File: src/hdl/tcaf_pkg.sv
// shared types and constants for the two-class age-ordered fifo
package tcaf_pkg;

  // default sizes
  localparam int DEF_QUEUE_DEPTH = 16;
  localparam int DEF_STAMP_BITS  = 16;
  localparam int DEF_TAG_BITS    = 16;

  // fixed field widths on the ports
  localparam int TAG_W   = 16;
  localparam int STAMP_W = 16;

  // action codes
  localparam logic ACT_ENQ = 1'b0;
  localparam logic ACT_DEQ = 1'b1;

  // class codes
  localparam logic [1:0] CLS_A      = 2'd0;
  localparam logic [1:0] CLS_B      = 2'd1;
  localparam logic [1:0] CLS_EITHER = 2'd2;
  localparam logic [1:0] CLS_BAD    = 2'd3;

  // result status codes
  localparam logic [1:0] ST_ENQ   = 2'd0;
  localparam logic [1:0] ST_DEQ   = 2'd1;
  localparam logic [1:0] ST_EMPTY = 2'd2;
  localparam logic [1:0] ST_ERR   = 2'd3;

  typedef struct packed {
    logic             action;
    logic [1:0]       item_class;
    logic [TAG_W-1:0] item_tag;
  } in_beat_t;

  typedef struct packed {
    logic [1:0]         status;
    logic               out_class;
    logic [TAG_W-1:0]   out_tag;
    logic [STAMP_W-1:0] out_stamp;
  } out_beat_t;

  // queue control and status
  typedef struct packed {
    logic push;
    logic pop;
  } q_cmd_t;

  typedef struct packed {
    logic empty;
    logic full;
  } q_stat_t;

endpackage

File: src/hdl/tcaf_queue.sv
// one class queue: entry store, head/tail/count and a prefetched head entry
module tcaf_queue #(
  parameter int QUEUE_DEPTH = tcaf_pkg::DEF_QUEUE_DEPTH,
  parameter int ENTRY_BITS  = tcaf_pkg::DEF_TAG_BITS + tcaf_pkg::DEF_STAMP_BITS
) (
  input  logic                  clk,
  input  logic                  rst_n,
  input  tcaf_pkg::q_cmd_t      cmd,
  input  logic [ENTRY_BITS-1:0] wr_data,
  output logic [ENTRY_BITS-1:0] head_data,
  output tcaf_pkg::q_stat_t     stat
);

  localparam int PTR_W = $clog2(QUEUE_DEPTH);
  localparam int CNT_W = $clog2(QUEUE_DEPTH + 1);
  localparam logic [PTR_W-1:0] LAST_IDX = PTR_W'(QUEUE_DEPTH - 1);
  localparam logic [CNT_W-1:0] FULL_CNT = CNT_W'(QUEUE_DEPTH);

  logic [ENTRY_BITS-1:0] mem [QUEUE_DEPTH];
  logic [ENTRY_BITS-1:0] head_data_r;
  logic [PTR_W-1:0]      head_r, head_nxt;
  logic [PTR_W-1:0]      tail_r, tail_nxt;
  logic [CNT_W-1:0]      count_r, count_nxt;

  function automatic logic [PTR_W-1:0] ptr_inc(input logic [PTR_W-1:0] p);
    return (p == LAST_IDX) ? '0 : p + 1'b1;
  endfunction

  always_comb begin
    head_nxt  = cmd.pop  ? ptr_inc(head_r) : head_r;
    tail_nxt  = cmd.push ? ptr_inc(tail_r) : tail_r;
    count_nxt = count_r;
    if (cmd.push && !cmd.pop) begin
      count_nxt = count_r + 1'b1;
    end else if (cmd.pop && !cmd.push) begin
      count_nxt = count_r - 1'b1;
    end
  end

  always_ff @(posedge clk) begin
    if (!rst_n) begin
      head_r  <= '0;
      tail_r  <= '0;
      count_r <= '0;
    end else begin
      head_r  <= head_nxt;
      tail_r  <= tail_nxt;
      count_r <= count_nxt;
    end
  end

  // store write and head prefetch; a push into an empty queue lands on the next head
  always_ff @(posedge clk) begin
    if (cmd.push) begin
      mem[tail_r] <= wr_data;
    end
    if (cmd.push && (tail_r == head_nxt)) begin
      head_data_r <= wr_data;
    end else begin
      head_data_r <= mem[head_nxt];
    end
  end

  assign head_data  = head_data_r;
  assign stat.empty = (count_r == '0);
  assign stat.full  = (count_r == FULL_CNT);

`ifndef SYNTH
  a_count_bound: assert property (@(posedge clk) disable iff (!rst_n)
    count_r <= FULL_CNT)
    else $error("queue count beyond depth");

  a_no_push_full: assert property (@(posedge clk) disable iff (!rst_n)
    cmd.push |-> !stat.full)
    else $error("push into full queue");

  a_no_pop_empty: assert property (@(posedge clk) disable iff (!rst_n)
    cmd.pop |-> !stat.empty)
    else $error("pop from empty queue");

  a_empty_ptrs: assert property (@(posedge clk) disable iff (!rst_n)
    stat.empty |-> (head_r == tail_r))
    else $error("empty queue with head and tail apart");

  a_push_count: assert property (@(posedge clk) disable iff (!rst_n)
    (cmd.push && !cmd.pop) |=> (count_r == $past(count_r) + 1'b1))
    else $error("push did not advance count");
`endif

endmodule

File: src/hdl/two_class_age_ordered_fifo_unit.sv
// top level: command decode, arrival stamp counter and result register
// result: a result beat is registered and shown in the cycle after its input beat is accepted
// throughput: one beat per cycle while out_ready is high; heads are prefetched into registers so a
//   dequeue only selects between two registered entries and one stamp subtract
// reset: both queues empty, arrival counter zero; entry store is not cleared
module two_class_age_ordered_fifo_unit #(
  parameter int QUEUE_DEPTH = tcaf_pkg::DEF_QUEUE_DEPTH,
  parameter int STAMP_BITS  = tcaf_pkg::DEF_STAMP_BITS,
  parameter int TAG_BITS    = tcaf_pkg::DEF_TAG_BITS
) (
  input  logic                clk,
  input  logic                rst_n,
  input  logic                in_valid,
  output logic                in_ready,
  input  tcaf_pkg::in_beat_t  in_data,
  output logic                out_valid,
  input  logic                out_ready,
  output tcaf_pkg::out_beat_t out_data
);

  localparam int ENTRY_BITS = TAG_BITS + STAMP_BITS;

  logic                  accept;
  logic                  out_valid_r;
  tcaf_pkg::out_beat_t   out_data_r;
  tcaf_pkg::out_beat_t   res;
  logic [STAMP_BITS-1:0] stamp_r, stamp_nxt;
  logic                  stamp_inc;

  tcaf_pkg::q_cmd_t      a_cmd, b_cmd;
  tcaf_pkg::q_stat_t     a_stat, b_stat;
  logic [ENTRY_BITS-1:0] a_head, b_head, wr_entry;
  logic [TAG_BITS-1:0]   tag_in, a_tag, b_tag;
  logic [STAMP_BITS-1:0] a_stamp, b_stamp, stamp_diff;
  logic                  a_older, sel_b, take_b;

  assign in_ready = !out_valid_r || out_ready;
  assign accept   = in_valid && in_ready;

  assign tag_in   = TAG_BITS'(in_data.item_tag);
  assign wr_entry = {tag_in, stamp_r};
  assign a_tag    = a_head[STAMP_BITS +: TAG_BITS];
  assign b_tag    = b_head[STAMP_BITS +: TAG_BITS];
  assign a_stamp  = a_head[STAMP_BITS-1:0];
  assign b_stamp  = b_head[STAMP_BITS-1:0];

  // a is older when b - a, modulo the stamp width, has its top bit clear
  assign stamp_diff = b_stamp - a_stamp;
  assign a_older    = !stamp_diff[STAMP_BITS-1];
  assign sel_b      = (in_data.item_class == tcaf_pkg::CLS_B);

  always_comb begin
    res       = '0;
    a_cmd     = '0;
    b_cmd     = '0;
    stamp_inc = 1'b0;
    take_b    = 1'b0;
    if (in_data.action == tcaf_pkg::ACT_ENQ) begin
      unique case (in_data.item_class) inside
        tcaf_pkg::CLS_A, tcaf_pkg::CLS_B: begin
          res.out_class = sel_b;
          if (sel_b ? b_stat.full : a_stat.full) begin
            res.status = tcaf_pkg::ST_ERR;
          end else begin
            res.status    = tcaf_pkg::ST_ENQ;
            res.out_tag   = tcaf_pkg::TAG_W'(tag_in);
            res.out_stamp = tcaf_pkg::STAMP_W'(stamp_r);
            a_cmd.push    = accept && !sel_b;
            b_cmd.push    = accept && sel_b;
            stamp_inc     = accept;
          end
        end
        default: begin
          res.status = tcaf_pkg::ST_ERR;
        end
      endcase
    end else begin
      unique case (in_data.item_class) inside
        tcaf_pkg::CLS_A, tcaf_pkg::CLS_B: begin
          res.out_class = sel_b;
          if (sel_b ? b_stat.empty : a_stat.empty) begin
            res.status = tcaf_pkg::ST_EMPTY;
          end else begin
            take_b     = sel_b;
            res.status = tcaf_pkg::ST_DEQ;
            a_cmd.pop  = accept && !sel_b;
            b_cmd.pop  = accept && sel_b;
          end
        end
        tcaf_pkg::CLS_EITHER: begin
          if (a_stat.empty && b_stat.empty) begin
            res.status = tcaf_pkg::ST_EMPTY;
          end else begin
            take_b        = a_stat.empty || (!b_stat.empty && !a_older);
            res.status    = tcaf_pkg::ST_DEQ;
            res.out_class = take_b;
            a_cmd.pop     = accept && !take_b;
            b_cmd.pop     = accept && take_b;
          end
        end
        default: begin
          res.status = tcaf_pkg::ST_ERR;
        end
      endcase
      if (res.status == tcaf_pkg::ST_DEQ) begin
        res.out_tag   = tcaf_pkg::TAG_W'(take_b ? b_tag : a_tag);
        res.out_stamp = tcaf_pkg::STAMP_W'(take_b ? b_stamp : a_stamp);
      end
    end
  end

  assign stamp_nxt = stamp_inc ? stamp_r + 1'b1 : stamp_r;

  always_ff @(posedge clk) begin
    if (!rst_n) begin
      stamp_r     <= '0;
      out_valid_r <= 1'b0;
    end else begin
      stamp_r <= stamp_nxt;
      if (accept) begin
        out_valid_r <= 1'b1;
      end else if (out_ready) begin
        out_valid_r <= 1'b0;
      end
    end
  end

  always_ff @(posedge clk) begin
    if (accept) begin
      out_data_r <= res;
    end
  end

  assign out_valid = out_valid_r;
  assign out_data  = out_data_r;

  tcaf_queue #(
    .QUEUE_DEPTH (QUEUE_DEPTH),
    .ENTRY_BITS  (ENTRY_BITS)
  ) u_queue_a (
    .clk       (clk),
    .rst_n     (rst_n),
    .cmd       (a_cmd),
    .wr_data   (wr_entry),
    .head_data (a_head),
    .stat      (a_stat)
  );

  tcaf_queue #(
    .QUEUE_DEPTH (QUEUE_DEPTH),
    .ENTRY_BITS  (ENTRY_BITS)
  ) u_queue_b (
    .clk       (clk),
    .rst_n     (rst_n),
    .cmd       (b_cmd),
    .wr_data   (wr_entry),
    .head_data (b_head),
    .stat      (b_stat)
  );

`ifndef SYNTH
  a_one_queue_op: assert property (@(posedge clk) disable iff (!rst_n)
    $countones({a_cmd.push, a_cmd.pop, b_cmd.push, b_cmd.pop}) <= 1)
    else $error("more than one queue operation in a cycle");

  a_stamp_on_enq: assert property (@(posedge clk) disable iff (!rst_n)
    stamp_inc |-> (a_cmd.push || b_cmd.push))
    else $error("stamp advanced without an enqueue");

  a_result_follows: assert property (@(posedge clk) disable iff (!rst_n)
    accept |=> out_valid_r)
    else $error("accepted beat produced no result");
`endif

endmodule
File: config.mk
export PLATFORM = sky130hd
export DESIGN_NAME = two_class_age_ordered_fifo_unit
export DESIGN_NICKNAME = d
export VERILOG_FILES = /design/src/hdl/tcaf_pkg.sv /design/src/hdl/tcaf_queue.sv /design/src/hdl/two_class_age_ordered_fifo_unit.sv
export SDC_FILE = /design/constraint.sdc
export NUM_CORES = 1
export LEC_CHECK = 0
export ABC_AREA = 1
export CAP_MARGIN = 40
export CELL_PAD_IN_SITES_DETAIL_PLACEMENT = 0
export CELL_PAD_IN_SITES_GLOBAL_PLACEMENT = 1
export CORE_MARGIN = 1
export CORE_UTILIZATION = 50
export CTS_CLUSTER_SIZE = 16
export DETAILED_ROUTE_END_ITERATION = 6
export DONT_BUFFER_PORTS = 1
export HOLD_SLACK_MARGIN = 0.1
export MAX_ROUTING_LAYER = met4
export PLACE_DENSITY = 0.76
export SYNTH_ARGS = -nofsm -noshare
export SYNTH_HDL_FRONTEND = slang
export SYNTH_HIERARCHICAL = 1
export SYNTH_SLANG_ARGS = --single-unit
File: constraint.sdc
create_clock -name clk -period 5.6 [get_ports clk]
set_input_delay 0.56 -clock clk [delete_from_list [all_inputs] [get_ports clk]]
set_output_delay 0.56 -clock clk [all_outputs]
set_load 0.02 [all_outputs]
==> results.cfg, run 1 <==
[outcome]
status = finished, final reports clean

[clock_network]
cts_tree = built
cts.sinks = 1110
cts-root-buf = clkbuf_16
clk-insertion-delay-late_ns = 0.70
cts_buffer_depth = 3
h-tree-depth = 3
clk_pin_slew_ns = 0.06
numCtsBuffers = 116
post_cts_buffers = 0

[detailed_routing]
drt-initial-drc-count = 3842
wl_met2_um = 63080
routed_wl_um = 136500
drt-met1-wl_um = 60990
dr.max_layer_used = met4
drc = 0
dr_total_vias = 33202
dr.pass1.iters = 5
routedWlPerCell_um = 21.70
viasPerCell = 5.278
wl_met3_um = 9945
antenna_left = 0

[layout]
layout_commonest_cell = nand2_1
fill_cells = 8226
regArea_um2 = 32850
drive_gt1_frac = 0.07164
final_net_count = 4974
multi_input_area_um2 = 11770
mostFrequentLayoutCells = nand2_1, edfxtp_1, inv_1
area_delta_synth_final_pct = 11.31

[yosys]
yosys_warnings = 6
yosysUniqueCellTypes = 39
synth-main-ff-cell = edfxtp_1
synthCells = 4891
synth_edf_count = 1059
syn_nets = 4949
netlist_area_um2 = 49310
ys_seq_area_frac = 0.6656
ys_seq_elements = 1110
synth_area_per_cell_um2 = 10.08
synthArstFlopShare = 0

[critical_path]
worst_setup_path_end_kind = flop
ff2ff_path_depth = 29
critPathArrivalTime_ns = 5.55
setup.worst_path.class = flop to flop
r2r_setup_slack_ns = 0.62
crit_path_max_fanout = 115
crit_path_frequent_cell = nand2_1
cp.required_ns = 6.18
slowest_stage = inv_8
max_stage_delay_ns = 0.47
start_kind = flop
r2r-end = u_queue_a/count_r[3]

[global_routing]
grt_max_degree = 144
antenna_found_initial = 8
gr-total-overflow = 0
grt_pass1_wl_um = 203500
grt_pass1_vias = 30925
grt_usage = 0.2862

[run]
cap_violations = 0

[floorplanning]
initial_core_util = 0.5077
ios = 60
core_area_um2 = 97140
die-height_um = 316.1
die_w_um = 316.1
rows = 114
die_area_um2 = 99890

[power_and_ir_drop]
power.density_nw_per_um2 = 325.5
ir_worst_vdd_mv = 0.2327
total_power_uw = 17870
leakage_uw = 0.02350

[worst_hold_path]
hp-start = in_data[12]
min_to = out_data[28]
hp-class = input port to flop
min_path_cells = 2

[timing]
slew_headroom = 0.4162
hold_viol_final = 0
setup_viol = 0
tns_ns = 0
clock_skew_ns = 0.02440
worst_pin_slew_ns = 0.8736
clock.fmax_mhz = 200.9
rsz0062_at_grt = false
finalCritPeriodShare = 0.8887
min_period_ns = 4.977
maxSlewViolCount = 0

[placed_design]
port_buffers = 0
gp_routability_congestion = 0.8087
hpwl_um = 74200
-- metal layers --
layer	vias up	global-route usage
met5	-	-
met1	16076	0.4083
met4	0	0.06050
met3	186	0.04035
li1	15796	-
met2	1144	0.4387
-- power by group --
| group | total [µW] | switching, µW | internal (µW) |
|---|---|---|---|
| Sequential | 9160 | 66.3 | 9090 |
| Combinational | 1240 | 898 | 338 |
| Clock | 7470 | 3160 | 4310 |
-- cells by family after synthesis --
kind of cell               synth area share
AOI/OAI and AO/OA                  0.007053
xor gates and xnor gates           0.001599
adders and majority gates          0.009185
buffers and inverters                0.1006
DFF                                  0.6656
and+or+nand+nor                      0.2160
-- cell type report --
class | instances | share of cell area
Antenna cell | 4 | 0.0001824
Sequential cell | 1110 | 0.5984
Timing Repair Buffer | 134 | 0.02813
Tap cell | 1276 | 0.02909
Clock inverter | 67 | 0.01137
Multi-Input combinational cell | 2633 | 0.2143
Clock buffer | 146 | 0.05512
Inverter | 921 | 0.06334
-- cell usage after synthesis (3+ instances only) --
cell      count  area, µm²
dfxtp_1      51       1021
nand3_1     857       4289
a21oi_1      36      180.2
nor4_1        4      25.02
edfxtp_1   1059      31800
buf_4        16      120.1
buf_2        84      420.4
nor3_1        6      30.03
nand4_1       3      18.77
o21ai_0      25      125.1
clkbuf_1     34      127.6
nand2_1    1564       5871
or2_2         4      25.02
buf_1        32      120.1
xor2_1        7      61.31
inv_1       914       3431
inv_2         5      18.77
nor2_1       74      277.8
buf_6        58      653.1
ha_1         33      412.9
-- state kept, by name, indices dropped and copies added (netlist names), named ones only --
register / cells
u_queue_a/mem: 512
u_queue_b/mem: 512
out_data: 35
stamp_r: 16
u_queue_a/count_r: 5
u_queue_b/count_r: 5
u_queue_a/head_r: 4
u_queue_a/tail_r: 4
u_queue_b/head_r: 4
u_queue_b/tail_r: 4
out_valid: 1
-- worst max path at each step --
| stage | start | to | slack, ns |
|---|---|---|---|
| 6_report | flop | u_queue_a/count_r[3] | 0.62 |
| 5_1_grt | flop | u_queue_a/count_r[3] | 0.29 |
| 4_1_cts | flop | u_queue_a/count_r[3] | 0.75 |
| 2_1_floorplan | out_ready | u_queue_b/mem[7][0] | 1.04 |
| 3_3_place_gp | flop | u_queue_a/count_r[3] | 0.73 |
| 3_5_place_dp | flop | u_queue_a/count_r[3] | 0.78 |
-- through the flow --
stage	setup slack, ns	utilization	instance area [µm²]	hold WS, ns	instances
2_1_floorplan	1.043	-	49310	0.4551	4891
3_3_place_gp	0.7343	0.5203	50540	0.4533	6038
3_5_place_dp	0.7782	0.5235	50850	0.4574	6053
4_1_cts	0.7505	0.5644	54820	0.1074	6284
5_1_grt	0.2897	0.5650	54890	0.1188	6289
6_report	0.6235	0.5651	54890	0.1416	6291
-- what timing repair did --
action / in CTS / in global routing
gates resized for setup: 0 / 0
hold buffers: 18 / 0
hold endpoints to repair: 535 / 0
-- worst max-delay path, delay by kind of cell (launching register included) --
| family | cells | cell delay [ns] |
|---|---|---|
| and+or+nand+nor | 16 | 1.46 |
| buffers and inverters | 7 | 1.39 |
| AOI/OAI and AO/OA | 3 | 0.71 |
| DFF | 1 | 0.37 |
| adders and majority gates | 3 | 0.82 |
No activity file was read; power rests on OpenSTA's default activity.
==> inputs of run 2 (changes only) <==
--- a/config.mk
+++ b/config.mk
@@ -5,7 +5,7 @@
 export SDC_FILE = /design/constraint.sdc
 export NUM_CORES = 1
 export LEC_CHECK = 0
-export ABC_AREA = 1
+export ABC_AREA = 0
 export CAP_MARGIN = 40
 export CELL_PAD_IN_SITES_DETAIL_PLACEMENT = 0
 export CELL_PAD_IN_SITES_GLOBAL_PLACEMENT = 1
@@ -16,7 +16,7 @@
 export DONT_BUFFER_PORTS = 1
 export HOLD_SLACK_MARGIN = 0.1
 export MAX_ROUTING_LAYER = met4
-export PLACE_DENSITY = 0.76
+export PLACE_DENSITY = 0.7
 export SYNTH_ARGS = -nofsm -noshare
 export SYNTH_HDL_FRONTEND = slang
 export SYNTH_HIERARCHICAL = 1
==> run 2 against run 1 <==
Combinational power down 45%. Die area is 12% lower. Core utilization up 1.1 points. Worst setup slack got worse by 0.13 ns. Clock skew shrank 0.0036 ns. Via count is 37% lower. Register-to-register slack worse by 0.13 ns. Fmax fell by 2.6%. Sequential power is essentially flat. Clock-buffer cell count shrank 6. Synthesized cell count fell by 57%. Highest routed layer unchanged.
==> results.cfg, run 2 <==
[placed_design]
port_buffers = 0
gp_routability_congestion = 0.7940
hpwl_um = 57290
dpl-instance-area_um2 = 45280

[critical_path]
crit_path_max_fanout = 22
setup.worst_path.class = flop to flop
critPathArrivalTime_ns = 5.70
worst_setup_path_end_kind = flop
r2r-end = u_queue_a/count_r[4]
crit_path_end = u_queue_a/count_r[4]
r2r_setup_slack_ns = 0.49
slowest_stage = dfxtp_4
crit_path_frequent_cell = ha_1
crit_chain = buf_12, mux4_2, a22oi_1, nand2_1, ha_1, nand2_1, o21ai_0, a21oi_1, o31a_1, xnor2_1, a311oi_1, buf_4, inv_1, ha_1, inv_1, ha_1, a21oi_1, a211oi_1, a31oi_1, mux2i_1
max_stage_delay_ns = 0.57
start_kind = flop
cp.required_ns = 6.19
ff2ff_path_depth = 20

[power_and_ir_drop]
switching_share = 0.2048
power_frac_seq = 0.539
combPwrFrac = 0.041
p_switching_uw = 3476
internal-power_uw = 13490
power.density_nw_per_um2 = 344.7
ir_worst_vdd_mv = 0.2596
leakage_uw = 0.01600
clkPwrFrac = 0.420

[timing]
maxSlewViolCount = 0
holdWs_ns = 0.1595
clock.fmax_mhz = 195.8
worst_pin_slew_ns = 0.8983
clock_skew_ns = 0.02078
slew_headroom = 0.4011
tns_ns = 0
min_period_ns = 5.108
setup_viol = 0
rsz0062_at_grt = false
finalCritPeriodShare = 0.9122
hold_viol_final = 0

[worst_hold_path]
hp-class = input port to flop

[floorplanning]
die_area_um2 = 87550
die_w_um = 295.9
die-height_um = 295.9
initial_core_util = 0.5056
core_area_um2 = 85410
rows = 107
ios = 60

[clock_network]
cts-root-buf = clkbuf_16
h-tree-depth = 3
post_cts_buffers = 0
cts.sinks = 1110
cts_buffer_depth = 3
cts_tree = built
numCtsBuffers = 112
clk-insertion-delay-late_ns = 0.67
clk_pin_slew_ns = 0.06

[yosys]
yosysUniqueCellTypes = 51
synthCells = 2094
ys_top_cells_by_area = edfxtp_1, mux4_2, dfxtp_1
yosysMostFrequentCell = edfxtp_1
netlist_area_um2 = 43190
synth-main-ff-cell = edfxtp_1
yosysTopAreaCell = edfxtp_1
yosys_warnings = 6
syn_nets = 2152
synth_common_cells = edfxtp_1, mux4_2, a22oi_1
ys_seq_elements = 1110
synth_area_per_cell_um2 = 20.62
ys_seq_area_frac = 0.7600
netlist.area_leader.share = 0.7364
synth_edf_count = 1059
synthArstFlopShare = 0

[layout]
post-route-cell-area_um2 = 49230
area_delta_synth_final_pct = 13.99
num_antenna_cells = 0
drive_gt1_frac = 0.2516
layout_commonest_cell = edfxtp_1
mostFrequentLayoutCells = edfxtp_1, mux4_2, a22oi_1
final_net_count = 2291

[detailed_routing]
routedWlPerCell_um = 28.99
dr_total_vias = 21072
dr.pass1.iters = 5
viasPerCell = 6.074
antenna_left = 0
drt-initial-drc-count = 1923
drc = 0
routed_wl_um = 100600

[global_routing]
gr-total-overflow = 0
antenna_found_initial = 1
grt_usage = 0.2425
grt_pass1_vias = 21751
grt_pass1_wl_um = 146400
grt_max_degree = 43

[run]
cap_violations = 0

[outcome]
status = finished, final reports clean
[run 2: cell types whose count changed after synthesis, sizes merged, moves of 44 or more]
| cell | delta |
|---|---|
| a22oi | +128 |
| nor2 | -44 |
| nand2 | -1439 |
| and2 | +55 |
| buf | -137 |
| mux4 | +256 |
| inv | -889 |
| nand3 | -844 |
[run 2: layer usage]
layer	wire, µm	up-vias	GRT usage
li1	-	8916	-
met1	42590	11273	0.3387
met2	49670	736	0.3813
met3	6295	147	0.03418
met4	2012	0	0.05864
met5	0	-	-
[run 2: how the worst min path moves through the flow]
stage                          from              endpoint  slack, ns  depth (start not counted)
6_report                      rst_n   u_queue_a/tail_r[2]       0.16                          2
3_3_place_gp   u_queue_b/count_r[4]  u_queue_b/count_r[4]       0.48                          2
3_5_place_dp   u_queue_a/count_r[4]  u_queue_a/count_r[4]       0.48                          2
5_1_grt                       rst_n  u_queue_b/count_r[0]       0.15                          2
2_1_floorplan  u_queue_a/count_r[4]  u_queue_a/count_r[4]       0.45                          2
4_1_cts                       rst_n   u_queue_a/tail_r[2]       0.12                          2
[run 2: cell type report]
class / instances / area, µm²
tap: 1144 / 1431
clock buffer: 140 / 2982
timing repair buffer: 131 / 1554
multi-input combinational: 846 / 9784
clock inverter: 66 / 519.2
inverter: 32 / 120.1
sequential: 1110 / 32840
fill: 6303 / 36190
[run 2: power groups by stage]
stage                     logic, µW  clock network [µW]  registers [µW]
after floorplan                 451                   0            9310
after global placement          574                   0            9330
after detailed placement        597                   0            9330
after CTS                       683                7260            9150
after global routing            743                7570            9150
final                           688                7130            9150
[run 2: cell families after synthesis]
| logic type | Yosys count | synth area share |
|---|---|---|
| adders and majority gates | 35 | 0.01049 |
| DFF | 1110 | 0.7600 |
| xor gates and xnor gates | 23 | 0.004665 |
| AOI/OAI and AO/OA | 222 | 0.03549 |
| and+or+nand+nor | 270 | 0.03045 |
| buffers and inverters | 138 | 0.01605 |
| muxes | 296 | 0.1428 |
[run 2: metrics by stage]
step | worst slack [ns] | total power (µW) | cells | util
after floorplan | 1.155 | 9760 | 2094 | -
after global placement | 0.5372 | 9901 | 3212 | 0.5251
after detailed placement | 0.5568 | 9923 | 3234 | 0.5301
after CTS | 0.5316 | 17100 | 3461 | 0.5746
after global routing | 0.1670 | 17460 | 3469 | 0.5763
final | 0.4917 | 16970 | 3469 | 0.5763
[run 2: what timing repair did]
item | 4_1_cts | 5_1_grt
endpoints found under the hold margin | 548 | 0
hold buffers | 21 | 0
gates resized for setup | 0 | 0
[run 2: critical path: cells and delay by family, from the launching register on]
family          cells  cell delay [ns]
compound gates      8             1.81
fa+ha+maj           3             0.86
mux                 2             0.73
buf+inv             4             0.66
flops               1             0.57
simple gates        2             0.19
xor+xnor            1             0.18
